[config.mk]
export PLATFORM = sky130hd
export DESIGN_NAME = scalar_kalman_filter
export DESIGN_NICKNAME = d
export VERILOG_FILES = /design/src/skf_pkg.sv /design/src/skf_mul.sv /design/src/scalar_kalman_filter.sv
export SDC_FILE = /design/constraint.sdc
export NUM_CORES = 2
export LEC_CHECK = 0
export BUFFER_PORTS_ARGS = -buffer_cell sky130_fd_sc_hd__buf_2
export CAP_MARGIN = 0
export CORE_UTILIZATION = 60
export CTS_CLUSTER_DIAMETER = 200
export CTS_CLUSTER_SIZE = 12
export DETAILED_ROUTE_END_ITERATION = 8
export HOLD_SLACK_MARGIN = 0.15
export PLACE_DENSITY = 0.89
export SYNTH_ARGS = -nofsm -noshare
export SYNTH_HDL_FRONTEND = slang
export SYNTH_HIERARCHICAL = 1
export SYNTH_SLANG_ARGS = --single-unit
[constraint.sdc]
create_clock -name clk -period 25.5 [get_ports clk]
set_input_delay 1.275 -clock clk [delete_from_list [all_inputs] [get_ports clk]]
set_output_delay 1.275 -clock clk [all_outputs]
set_load 0.01 [all_outputs]
[src/skf_pkg.sv]
// Shared types and constants for the scalar Kalman filter.
// Holds the mode and register codes, field widths and reset values.
// No dependencies.
package skf_pkg;

    // Fractional bits of estimate, variance and noise values.
    localparam int FRAC_BITS = 16;

    localparam int VAL_W  = 32;
    localparam int GAIN_W = 17;
    localparam int CFG_IDX_W = 2;

    // Gain of one in Q1.16.
    localparam logic [GAIN_W-1:0] GAIN_ONE = GAIN_W'(65536);

    localparam logic [VAL_W-1:0] VAL_ONE = VAL_W'(64'd1 << FRAC_BITS);
    localparam logic [VAL_W-1:0] Q_RESET = VAL_W'((64'd655 << FRAC_BITS) >> 16);

    // Operation carried with each request.
    typedef enum logic [1:0] {
        MODE_PROCESS = 2'd0,
        MODE_PREDICT = 2'd1,
        MODE_UPDATE  = 2'd2,
        MODE_RESTART = 2'd3
    } mode_t;

    // Configuration register indexes.
    typedef enum logic [CFG_IDX_W-1:0] {
        REG_PROCESS_NOISE     = 2'd0,
        REG_MEASUREMENT_NOISE = 2'd1,
        REG_INITIAL_ESTIMATE  = 2'd2,
        REG_INITIAL_VARIANCE  = 2'd3
    } cfg_index_t;

endpackage

[src/skf_mul.sv]
// Shared multiplier of the scalar Kalman filter: 17-bit unsigned factor times
// an 18-bit signed slice, product registered. Depends on nothing.
module skf_mul
(
    input  logic                clk,
    input  logic [16:0]         a,
    input  logic signed [17:0]  b,
    output logic signed [35:0]  p
);

    logic signed [35:0] p_next;

    always_comb
    begin
        p_next = $signed({1'b0, a}) * b;
    end

    always_ff @(posedge clk)
    begin
        p <= p_next;
    end

endmodule

[src/scalar_kalman_filter.sv]
// Top level of the scalar Kalman filter (random-walk model, fixed point).
// Uses skf_pkg and the shared multiplier skf_mul.
//
// One-dimensional Kalman filter on signed Q16.16 values. Each request on the
// slave stream carries a mode in tuser and a measurement in tdata; each one
// yields exactly one result on the master stream with the estimate, the last
// gain (Q1.16, 65536 = one) and the error variance after the step. Modes:
// predict then update, predict only, update only, restart from the initial
// registers. Requests are taken one at a time; s_axis_tready is high only
// while the sequencer is idle. A zero gain denominator cuts the update short:
// the gain is set to zero and the division and multiplier passes are skipped.
// The update time is set by the restoring divider, one quotient bit per cycle
// for 17 gain bits, plus two passes through the single 18x18 multiplier (gain
// times residual, variance times one minus gain), each through the states
// S_MLO, S_MHI and S_MACC. A finished result sits in an output register, so
// the next request can be taken while it waits; the sequencer only holds at
// its last step if the previous result has not yet been taken. Configuration
// writes are registered and must only be issued while the block is idle.
module scalar_kalman_filter
(
    input  logic        clk,
    input  logic        rst_n,

    // Configuration write port
    input  logic        cfg_we,
    input  logic [skf_pkg::CFG_IDX_W-1:0] cfg_index,
    input  logic [31:0] cfg_data,

    // Request stream
    input  logic        s_axis_tvalid,
    output logic        s_axis_tready,
    input  logic [31:0] s_axis_tdata,   // [31:0] measurement
    input  logic [1:0]  s_axis_tuser,   // [1:0] mode

    // Result stream
    output logic        m_axis_tvalid,
    input  logic        m_axis_tready,
    output logic [87:0] m_axis_tdata    // [31:0] estimate, [48:32] gain,
                                        // [80:49] variance, [87:81] zero
);

    localparam int DIV_STEPS = skf_pkg::GAIN_W;
    localparam int CNT_W     = $clog2(DIV_STEPS);
    localparam int OUT_W     = 2 * skf_pkg::VAL_W + skf_pkg::GAIN_W;

    // Sequencer states, one-hot.
    typedef enum logic [9:0] {
        S_IDLE = 10'b00_0000_0001,
        S_PRED = 10'b00_0000_0010,
        S_DEN  = 10'b00_0000_0100,
        S_DIV  = 10'b00_0000_1000,
        S_MLO  = 10'b00_0001_0000,
        S_MHI  = 10'b00_0010_0000,
        S_MACC = 10'b00_0100_0000,
        S_EST  = 10'b00_1000_0000,
        S_VAR  = 10'b01_0000_0000,
        S_DONE = 10'b10_0000_0000
    } state_t;

    state_t state_reg, state_next;

    // Configuration registers
    logic [31:0] q_reg, q_next;
    logic [31:0] r_reg, r_next;
    logic [31:0] init_est_reg, init_est_next;
    logic [31:0] init_var_reg, init_var_next;

    // Filter state
    logic signed [31:0] est_reg, est_next;
    logic [31:0]        var_reg, var_next;
    logic [16:0]        gain_reg, gain_next;

    // Working registers of the current request
    skf_pkg::mode_t     mode_reg, mode_next;
    logic signed [31:0] z_reg, z_next;
    logic [32:0]        den_reg, den_next;
    logic [33:0]        rem_reg, rem_next;
    logic [16:0]        quo_reg, quo_next;
    logic [CNT_W-1:0]   cnt_reg, cnt_next;
    logic signed [33:0] resid_reg, resid_next;
    logic [16:0]        mul_a_reg, mul_a_next;
    logic signed [33:0] mul_b_reg, mul_b_next;
    logic signed [50:0] acc_reg, acc_next;
    logic               phase_reg, phase_next;   // 0: estimate pass, 1: variance pass

    // Result register
    logic [OUT_W-1:0]   out_data_reg, out_data_next;
    logic               out_valid_reg, out_valid_next;

    // Datapath helpers
    logic               in_accept;
    logic [32:0]        pred_sum;
    logic [32:0]        den_sum;
    logic signed [34:0] div_trial;
    logic               div_bit;
    logic [33:0]        div_keep;
    logic [16:0]        div_quo;
    logic signed [17:0] mul_b_slice;
    logic signed [35:0] mul_p;
    logic signed [50:0] mul_p_ext;
    logic signed [50:0] acc_round;
    logic signed [34:0] delta;
    logic signed [35:0] est_sum;

    skf_mul u_mul
    (
        .clk (clk),
        .a   (mul_a_reg),
        .b   (mul_b_slice),
        .p   (mul_p)
    );

    assign in_accept     = s_axis_tvalid && s_axis_tready;
    assign s_axis_tready = (state_reg == S_IDLE);
    assign m_axis_tvalid = out_valid_reg;
    assign m_axis_tdata  = {{(88 - OUT_W){1'b0}}, out_data_reg};

    always_comb
    begin
        // Saturating predict and the gain denominator
        pred_sum = {1'b0, var_reg} + {1'b0, q_reg};
        den_sum  = {1'b0, var_reg} + {1'b0, r_reg};

        // One restoring division step
        div_trial = $signed({1'b0, rem_reg}) - $signed({2'b00, den_reg});
        div_bit   = ~div_trial[34];
        div_keep  = div_bit ? div_trial[33:0] : rem_reg;
        div_quo   = {quo_reg[15:0], div_bit};

        // Low slice unsigned, high slice signed
        mul_b_slice = (state_reg == S_MHI) ? {mul_b_reg[33], mul_b_reg[33:17]}
                                           : {1'b0, mul_b_reg[16:0]};
        mul_p_ext   = {{15{mul_p[35]}}, mul_p};

        // Round to nearest, ties up, then the saturating estimate add
        acc_round = acc_reg + 51'sd32768;
        delta     = acc_round[50:16];
        est_sum   = {{4{est_reg[31]}}, est_reg} + {delta[34], delta};
    end

    always_comb
    begin
        state_next     = state_reg;
        q_next         = q_reg;
        r_next         = r_reg;
        init_est_next  = init_est_reg;
        init_var_next  = init_var_reg;
        est_next       = est_reg;
        var_next       = var_reg;
        gain_next      = gain_reg;
        mode_next      = mode_reg;
        z_next         = z_reg;
        den_next       = den_reg;
        rem_next       = rem_reg;
        quo_next       = quo_reg;
        cnt_next       = cnt_reg;
        resid_next     = resid_reg;
        mul_a_next     = mul_a_reg;
        mul_b_next     = mul_b_reg;
        acc_next       = acc_reg;
        phase_next     = phase_reg;
        out_data_next  = out_data_reg;
        out_valid_next = out_valid_reg && !m_axis_tready;

        if (cfg_we)
        begin
            unique case (skf_pkg::cfg_index_t'(cfg_index))
                skf_pkg::REG_PROCESS_NOISE:     q_next        = cfg_data;
                skf_pkg::REG_MEASUREMENT_NOISE: r_next        = cfg_data;
                skf_pkg::REG_INITIAL_ESTIMATE:  init_est_next = cfg_data;
                skf_pkg::REG_INITIAL_VARIANCE:  init_var_next = cfg_data;
                default: ;
            endcase
        end

        unique case (state_reg)
            S_IDLE:
            begin
                if (in_accept)
                begin
                    mode_next = skf_pkg::mode_t'(s_axis_tuser);
                    z_next    = s_axis_tdata;
                    unique case (skf_pkg::mode_t'(s_axis_tuser))
                        skf_pkg::MODE_PROCESS,
                        skf_pkg::MODE_PREDICT: state_next = S_PRED;
                        skf_pkg::MODE_UPDATE:  state_next = S_DEN;
                        skf_pkg::MODE_RESTART:
                        begin
                            est_next   = init_est_reg;
                            var_next   = init_var_reg;
                            gain_next  = '0;
                            state_next = S_DONE;
                        end
                        default: state_next = S_IDLE;
                    endcase
                end
            end

            S_PRED:
            begin
                var_next   = pred_sum[32] ? '1 : pred_sum[31:0];
                state_next = (mode_reg == skf_pkg::MODE_PREDICT) ? S_DONE : S_DEN;
            end

            S_DEN:
            begin
                den_next   = den_sum;
                rem_next   = {2'b00, var_reg};
                quo_next   = '0;
                cnt_next   = CNT_W'(DIV_STEPS - 1);
                resid_next = {{2{z_reg[31]}}, z_reg} - {{2{est_reg[31]}}, est_reg};
                if (den_sum == '0)
                begin
                    // Nothing to divide by: drop the gain, keep the rest
                    gain_next  = '0;
                    state_next = S_DONE;
                end
                else
                begin
                    state_next = S_DIV;
                end
            end

            S_DIV:
            begin
                quo_next = div_quo;
                rem_next = {div_keep[32:0], 1'b0};
                cnt_next = cnt_reg - 1'b1;
                if (cnt_reg == '0)
                begin
                    mul_a_next = div_quo;
                    mul_b_next = resid_reg;
                    phase_next = 1'b0;
                    state_next = S_MLO;
                end
            end

            S_MLO:
            begin
                state_next = S_MHI;
            end

            S_MHI:
            begin
                acc_next   = mul_p_ext;
                state_next = S_MACC;
            end

            S_MACC:
            begin
                acc_next   = acc_reg + (mul_p_ext <<< 17);
                state_next = phase_reg ? S_VAR : S_EST;
            end

            S_EST:
            begin
                if (est_sum[35:31] != {5{est_sum[35]}})
                    est_next = est_sum[35] ? 32'sh8000_0000 : 32'sh7FFF_FFFF;
                else
                    est_next = est_sum[31:0];
                mul_a_next = skf_pkg::GAIN_ONE - quo_reg;
                mul_b_next = {2'b00, var_reg};
                phase_next = 1'b1;
                state_next = S_MLO;
            end

            S_VAR:
            begin
                var_next   = acc_round[47:16];
                gain_next  = quo_reg;
                state_next = S_DONE;
            end

            S_DONE:
            begin
                // Hold until the previous result has been taken
                if (!out_valid_reg || m_axis_tready)
                begin
                    out_data_next  = {var_reg, gain_reg, est_reg};
                    out_valid_next = 1'b1;
                    state_next     = S_IDLE;
                end
            end

            default: state_next = S_IDLE;
        endcase
    end

    always_ff @(posedge clk or negedge rst_n)
    begin
        if (!rst_n)
        begin
            state_reg     <= S_IDLE;
            out_valid_reg <= 1'b0;
            phase_reg     <= 1'b0;
            q_reg         <= skf_pkg::Q_RESET;
            r_reg         <= skf_pkg::VAL_ONE;
            init_est_reg  <= '0;
            init_var_reg  <= skf_pkg::VAL_ONE;
            est_reg       <= '0;
            var_reg       <= skf_pkg::VAL_ONE;
            gain_reg      <= '0;
            cnt_reg       <= '0;
        end
        else
        begin
            state_reg     <= state_next;
            out_valid_reg <= out_valid_next;
            phase_reg     <= phase_next;
            q_reg         <= q_next;
            r_reg         <= r_next;
            init_est_reg  <= init_est_next;
            init_var_reg  <= init_var_next;
            est_reg       <= est_next;
            var_reg       <= var_next;
            gain_reg      <= gain_next;
            cnt_reg       <= cnt_next;
        end
    end

    always_ff @(posedge clk)
    begin
        mode_reg     <= mode_next;
        z_reg        <= z_next;
        den_reg      <= den_next;
        rem_reg      <= rem_next;
        quo_reg      <= quo_next;
        resid_reg    <= resid_next;
        mul_a_reg    <= mul_a_next;
        mul_b_reg    <= mul_b_next;
        acc_reg      <= acc_next;
        out_data_reg <= out_data_next;
    end

endmodule
Yosys cells after proc, flatten, opt, wreduce, memory -nomap -nowiden
Index checks and enable logic that the tools add are counted.
W data, S select, Z words.
{ "classes": {"addsub": 9, "n_mul": 1, "n_eq_ne": 23, "muxes": 35, "bitwise": 1, "reduce_logical": 27} }
{ "ops": {"columns": ["cell", "n"], "rows": [
  ["$mux W32", 7],
  ["$pmux W34 S2", 2],
  ["$pmux W51 S2", 1],
  ["$pmux W10 S10", 1],
  ["$pmux W32 S3", 1],
  ["$mux W17", 4],
  ["$pmux W17 S2", 2],
  ["$add A32 B32 Y33", 2],
  ["$pmux W32 S2", 1],
  ["$add A51 B17 Y51 const B", 1],
  ["$add A51 B51 Y51", 1],
  ["$pmux W17 S3", 1],
  ["$mux W10", 5],
  ["$add A32 B35 Y36", 1],
  ["$mul A18 B18 Y36", 1],
  ["$sub A34 B33 Y35", 1],
  ["$mux W34", 1],
  ["$logic_not A33 Y1", 1],
  ["$mux W33", 1],
  ["$sub A32 B32 Y33", 1],
  ["$pmux W10 S3", 1],
  ["$mux W18", 1],
  ["$sub A17 B17 Y17 const A", 1],
  ["$reduce_and A2 Y1", 7],
  ["other kinds (31)", 50]
]} }
{ "word_totals": {"register_bits": 597, "in_bits": 73, "output_inout_bits": 90, "wordCells": 118} }

Longest topological paths before layout
{ "depth": {"word_depth": 5, "ltp_mapped": 32, "mapped_depth_nobuf": 29} }

Cells and area by module
The synthesis kept the hierarchy.
{ "modules_own_cells": {"columns": ["mod", "n_inst", "cells_each", "area_each_um2", "seq_area_each_um2"], "rows": [
  ["scalar_kalman_filter", 1, 3109, 32213.4, 15217.1],
  ["skf_mul", 1, 1221, 11118.2, 720.7]
]} }

Worst setup path before layout
OpenSTA, ideal clock, no wires.
{ "synth_timing": {"kind": "reg2reg", "startpoint": "reg state_reg[6]", "endpoint": "reg quo_reg[0] (enable)", "setup_ns": 0.410, "t_arrival_ns": 8.064, "t_required_ns": 25.090, "setup_slack_ns": 17.026, "stages_incl_launch_ff": 9, "path_buffers": 1, "synth_period_minus_slack_ns": 8.474, "cell_sequence": "dfrtp_1 clkbuf_1 nor2_1 nand2_1 nor3_1 nand2_1 nor3b_1 inv_1 nand2_1"} }
{ "synth_between": {"elab_chain_len": 2, "word_cells_on_any_way": 3, "cone_classes": "2 x eq/ne; 1 x reduce/logical"} }
{ "synth_lines": {"columns": ["item", "line_no", "source"], "rows": [
  ["start: declaration", "scalar_kalman_filter.sv:60", "state_t state_reg, state_next;"],
  ["start signal: assignment", "scalar_kalman_filter.sv:307", "state_reg <= state_next;"],
  ["$eq A10 B4 Y1 / $eq A10 B3 Y1 (equally long branches)", "scalar_kalman_filter.sv:176", "unique case (state_reg)"],
  ["$reduce_bool A2 Y1 (no source line) (*)", null, null],
  ["end signal: assignment", "scalar_kalman_filter.sv:327", "quo_reg <= quo_next;"],
  ["end: declaration", "scalar_kalman_filter.sv:78", "logic [16:0] quo_reg, quo_next;"]
]} }
Every way passes the cells marked *; elsewhere a longest branch is shown, timed or not.
A chain may end at the register's enable or synchronous reset.

Worst setup path in the final report
{ "layout_timing": {"startpoint": "reg state_reg[3]", "endpoint": "reg u_mul.p[32]"} }
{ "layout_between": {"elab_chain_len": 3} }
{ "layout_lines": {"columns": ["item", "line_no", "source"], "rows": [
  ["$eq A10 B6 Y1", "scalar_kalman_filter.sv:131", "mul_b_slice = (state_reg == S_MHI) ? {mul_b_reg[33], mul_b_reg[33:17]}"],
  ["$mux W18", "scalar_kalman_filter.sv:131", null],
  ["via mul_b_slice[3]", "scalar_kalman_filter.sv:98", "logic signed [17:0] mul_b_slice;"],
  ["$mul A18 B18 Y36", "skf_mul.sv:15", "p_next = $signed({1'b0, a}) * b;"],
  ["via u_mul.p_next[32]", "skf_mul.sv:11", "logic signed [35:0] p_next;"],
  ["end signal: assignment", "skf_mul.sv:20", "p <= p_next;"],
  ["end: declaration", "skf_mul.sv:8", "output logic signed [35:0] p"]
]} }
The timed path passes the listed nets, and every way through them passes these cells.

==> run_results.csv <==
group,metric,value,unit
placed_design,io_buffers,155,
placed_design,post-place-cells,5311,
placed_design,finalWeightedCongestion,0.974,
timing,final.period_utilization,34.0,%
yosys,yosys.area_share.xor_xnor,4.39,%
worst_setup_path,crit-reg2reg-launch,"state_reg[3]",
routing,finalWirelength,124000,um
worst_setup_path,critical-path-top-delay-family,"adder cells",
global_route,first_global_vias,33600,
global_route,first_pass_grt_wire_length,190000,um
routing,route.detailed.wl_per_inst,22.9,um
timing,fin_crit,8.66,ns
cts,numClockSinks,580,
worst_setup_path,reg2reg_to,"u_mul/p[32]",
power_and_ir_drop,power.density,90.9,nW/um2
cts,cts_inserted_buffers,54,
cts,clock_tree.htree_level_count,2,
routing,post_drt_via_cell_ratio,6.29,
die,initial_core_utilization,60.6,%
cts,post_cts_hold_buffer_count,0,
routing,postRouteAntennaNets,0,
min_path,holdCritStartpoint,"gain_reg[11]",
routing,drt_first_iter_violations,3523,
yosys,synth.avg_cell_area,10.0,um2
cells_and_area,multi_input_comb_area,25200,um2
timing,timing_worst_slew_pin_value,1.35,ns
cells_and_area,instances_no_fill,5415,
global_route,total_global_route_track_usage,33.7,%
placed_design,post_dp_hpwl,91900,um
yosys,post_synth_and_or_nand_nor_area_fraction,14.7,%
yosys,synth_top_family_by_area,"adder cells",
worst_setup_path,worst_path_most_repeated_cell,"sky130_fd_sc_hd__fa_1",
yosys,primary_ff_master_synth,"sky130_fd_sc_hd__edfxtp_1",
yosys,synth-async-reset-ratio,39.0,%
cts,post-cts-setup-buffer-count,0,
yosys,yosysTopAreaCellShare,22.0,%
timing,fmaxAchievable,115,MHz
die,die-area,73300,um2
status,run_status,"finished, final reports clean",
worst_setup_path,worst_path_max_stage_delay,0.54,ns
cells_and_area,layout.area.seq,15900,um2
placed_design,post_dp_cell_area,44900,um2
timing,hold_viol,0,
cells_and_area,final_area,46500,um2
yosys,yosys.area_share.adder,21.0,%
yosys,ys_types,100,
die,fp-row-count,98,
cts,cts_tree,"built",
power_and_ir_drop,p_leak,21.0,nW
cells_and_area,area_growth,7.37,%
yosys,yosysSeqAreaShare,36.8,%
min_path,hold_path_end,"out_data_reg[43]",
power_and_ir_drop,max-vdd-ir-drop,73.0,uV
cts,ctsRootBufferMaster,"sky130_fd_sc_hd__clkbuf_16",
global_route,gr-total-overflow,0,
cts,post_cts_resize_count,0,
timing,worst_clock_skew,0.0790,ns
cells_and_area,layout.cells.most_common_list,"sky130_fd_sc_hd__nand2_1, sky130_fd_sc_hd__inv_1, sky130_fd_sc_hd__ha_1, sky130_fd_sc_hd__edfxtp_1, sky130_fd_sc_hd__fa_1",
min_path,worstHoldPathCells,0,
worst_setup_path,reg2regPathDepth,26,
cells_and_area,max_ffs_per_register,81,
timing,finalSetupViolCount,0,
timing,timing.slew.headroom,9.64,%
yosys,synth_compound_area_share,13.3,%
worst_setup_path,reg2reg_slack,16.84,ns
worst_setup_path,critPathArrivalTime,9.18,ns
yosys,syn-instance-count,4330,
timing,rsz_0062_raised_after_global_routing,"no",
cells_and_area,num-nets-final,5070,
worst_setup_path,cp.buffers_inverters,4,
die,die_height,271,um
timing,final.setup.tns,0,ns
job,cap_viol_max_count,0,
yosys,netlist_top_cells_area,"sky130_fd_sc_hd__edfxtp_1, sky130_fd_sc_hd__dfrtp_1, sky130_fd_sc_hd__fa_1",
worst_setup_path,cp_max_fo,20,
routing,drtPass1Iterations,7,
routing,drc,0,
cells_and_area,final.fill_count,5429,
timing,timing.final.max_slew_violations,0,
yosys,edff_count_synth,318,
min_path,hold_class,"register to register",
cts,source_to_sink_clock_delay_at_the_later_pin_of_the_worst_skew_pair,0.67,ns
yosys,synth.cell_area,43300,um2
worst_setup_path,timing.setup.critical_path_class,"register to register",
cells_and_area,layout.cells.most_common,"sky130_fd_sc_hd__nand2_1",
worst_setup_path,worstSetupEndpointType,"register",
yosys,synth_largest_area_cell,"sky130_fd_sc_hd__edfxtp_1",
cells_and_area,layout-drive-gt1-share,9.55,%
die,i_o_pin_count,163,
yosys,post_synth_mux_area_share,4.50,%
worst_setup_path,cp_slowest_cell,"sky130_fd_sc_hd__nand2_1",
die,standard_cell_core_area,71500,um2
global_route,antenna_found_initial,3,
yosys,yosys_register_bits,580,
cts,clk_pin_slew_worst_paths,0.06,ns
die,die_w,271,um
worst_setup_path,crit_required,26.02,ns
yosys,synth_warnings,6,
global_route,grt_max_degree,117,
worst_setup_path,startpoint_kind_of_the_worst_setup_timing_path,"register",
routing,routed-via-count,34100,
cts,ctsLongestPathBuffers,3,
==> report_power, final <==
group          switching (mW)  leakage, nW  internal (mW)
registers               0.244         5.96           1.21
clock network           0.370        0.750          0.403
logic                    1.19         14.2          0.816
==> synth_stat cells, types with 78 or more instances <==
| cell | number |
|---|---|
| sky130_fd_sc_hd__clkbuf_1 | 126 |
| sky130_fd_sc_hd__edfxtp_1 | 318 |
| sky130_fd_sc_hd__a21o_1 | 116 |
| sky130_fd_sc_hd__fa_1 | 246 |
| sky130_fd_sc_hd__xnor2_1 | 139 |
| sky130_fd_sc_hd__nand2_1 | 500 |
| sky130_fd_sc_hd__ha_1 | 334 |
| sky130_fd_sc_hd__and2_1 | 211 |
| sky130_fd_sc_hd__o21ai_0 | 200 |
| sky130_fd_sc_hd__xor2_1 | 78 |
| sky130_fd_sc_hd__mux2_2 | 128 |
| sky130_fd_sc_hd__dfrtp_1 | 216 |
| sky130_fd_sc_hd__nor2_1 | 231 |
| sky130_fd_sc_hd__inv_1 | 441 |
| sky130_fd_sc_hd__a21oi_1 | 191 |
==> area by class of cell <==
class | count | area share (%)
Multi-Input combinational cell | 3159 | 54.1
Sequential cell | 580 | 34.3
Inverter | 442 | 3.57
Clock buffer | 98 | 3.26
Tap cell | 950 | 2.55
Timing Repair Buffer | 180 | 2.09
Clock inverter | 4 | 0.161
Antenna cell | 2 | 0.0108
==> worst max path at each step <==
stage               cells after the start     endpoint          from
finish                                 26  u_mul/p[32]  state_reg[3]
global route                           26  u_mul/p[32]  state_reg[3]
CTS                                    26  u_mul/p[32]  state_reg[3]
detailed placement                     26  u_mul/p[32]  state_reg[3]
global placement                       26  u_mul/p[32]  state_reg[3]
floorplan                               8   quo_reg[0]  state_reg[6]
==> stage by stage <==
step | hold slack, ns | util (%) | power, mW | setup WS [ns]
finish | 0.458 | 65.1 | 4.23 | 16.84
floorplan | 0.418 | - | 2.81 | 17.03
detailed placement | 0.442 | 62.9 | 3.38 | 17.06
global route | 0.475 | 65.1 | 4.45 | 16.46
global placement | 0.443 | 62.9 | 3.34 | 17.45
CTS | 0.462 | 65.1 | 4.17 | 17.05
==> metal layers <==
metal / up-vias / global-route usage [%] / part of all wire [%]
met5: - / 0 / 0.019
met4: 4 / 16.4 / 5.4
met3: 425 / 7.43 / 11
met2: 1894 / 52.1 / 45
met1: 16500 / 44.9 / 39
li1: 15200 / - / -
==> logic make-up (layout without fill, tap and decap cells) <==
group / after synthesis / in the layout
other: 1 / 9
adder cells (fa/ha/maj): 580 / 580
AO/OA/AOI/OAI: 872 / 872
XOR/XNOR: 217 / 217
multiplexers: 179 / 179
AND/OR/NAND/NOR: 1304 / 1304
buffers and inverters: 597 / 724
flip-flops: 580 / 580
==> worst register-to-register path: stages (launching register included) <==
cell	delay [ns]
sky130_fd_sc_hd__dfrtp_1	0.43
sky130_fd_sc_hd__nor2_1	0.24
sky130_fd_sc_hd__nand2_1	0.11
sky130_fd_sc_hd__nor3_1	0.48
sky130_fd_sc_hd__nand2_1	0.54
sky130_fd_sc_hd__clkinv_1	0.47
sky130_fd_sc_hd__nand2_1	0.10
sky130_fd_sc_hd__nand2_1	0.53
sky130_fd_sc_hd__nand2_1	0.18
sky130_fd_sc_hd__fa_1	0.54
sky130_fd_sc_hd__fa_1	0.52
sky130_fd_sc_hd__fa_1	0.52
sky130_fd_sc_hd__inv_1	0.06
sky130_fd_sc_hd__fa_1	0.49
sky130_fd_sc_hd__fa_1	0.50
sky130_fd_sc_hd__inv_1	0.06
sky130_fd_sc_hd__fa_1	0.53
sky130_fd_sc_hd__inv_1	0.06
sky130_fd_sc_hd__ha_1	0.34
sky130_fd_sc_hd__a21oi_1	0.22
sky130_fd_sc_hd__o21ai_0	0.18
sky130_fd_sc_hd__a31oi_4	0.21
sky130_fd_sc_hd__o21ai_2	0.11
sky130_fd_sc_hd__a2111o_1	0.47
sky130_fd_sc_hd__a21oi_1	0.28
sky130_fd_sc_hd__a311oi_1	0.17
sky130_fd_sc_hd__xor2_1	0.17
(Power assumes the default switching activity.)
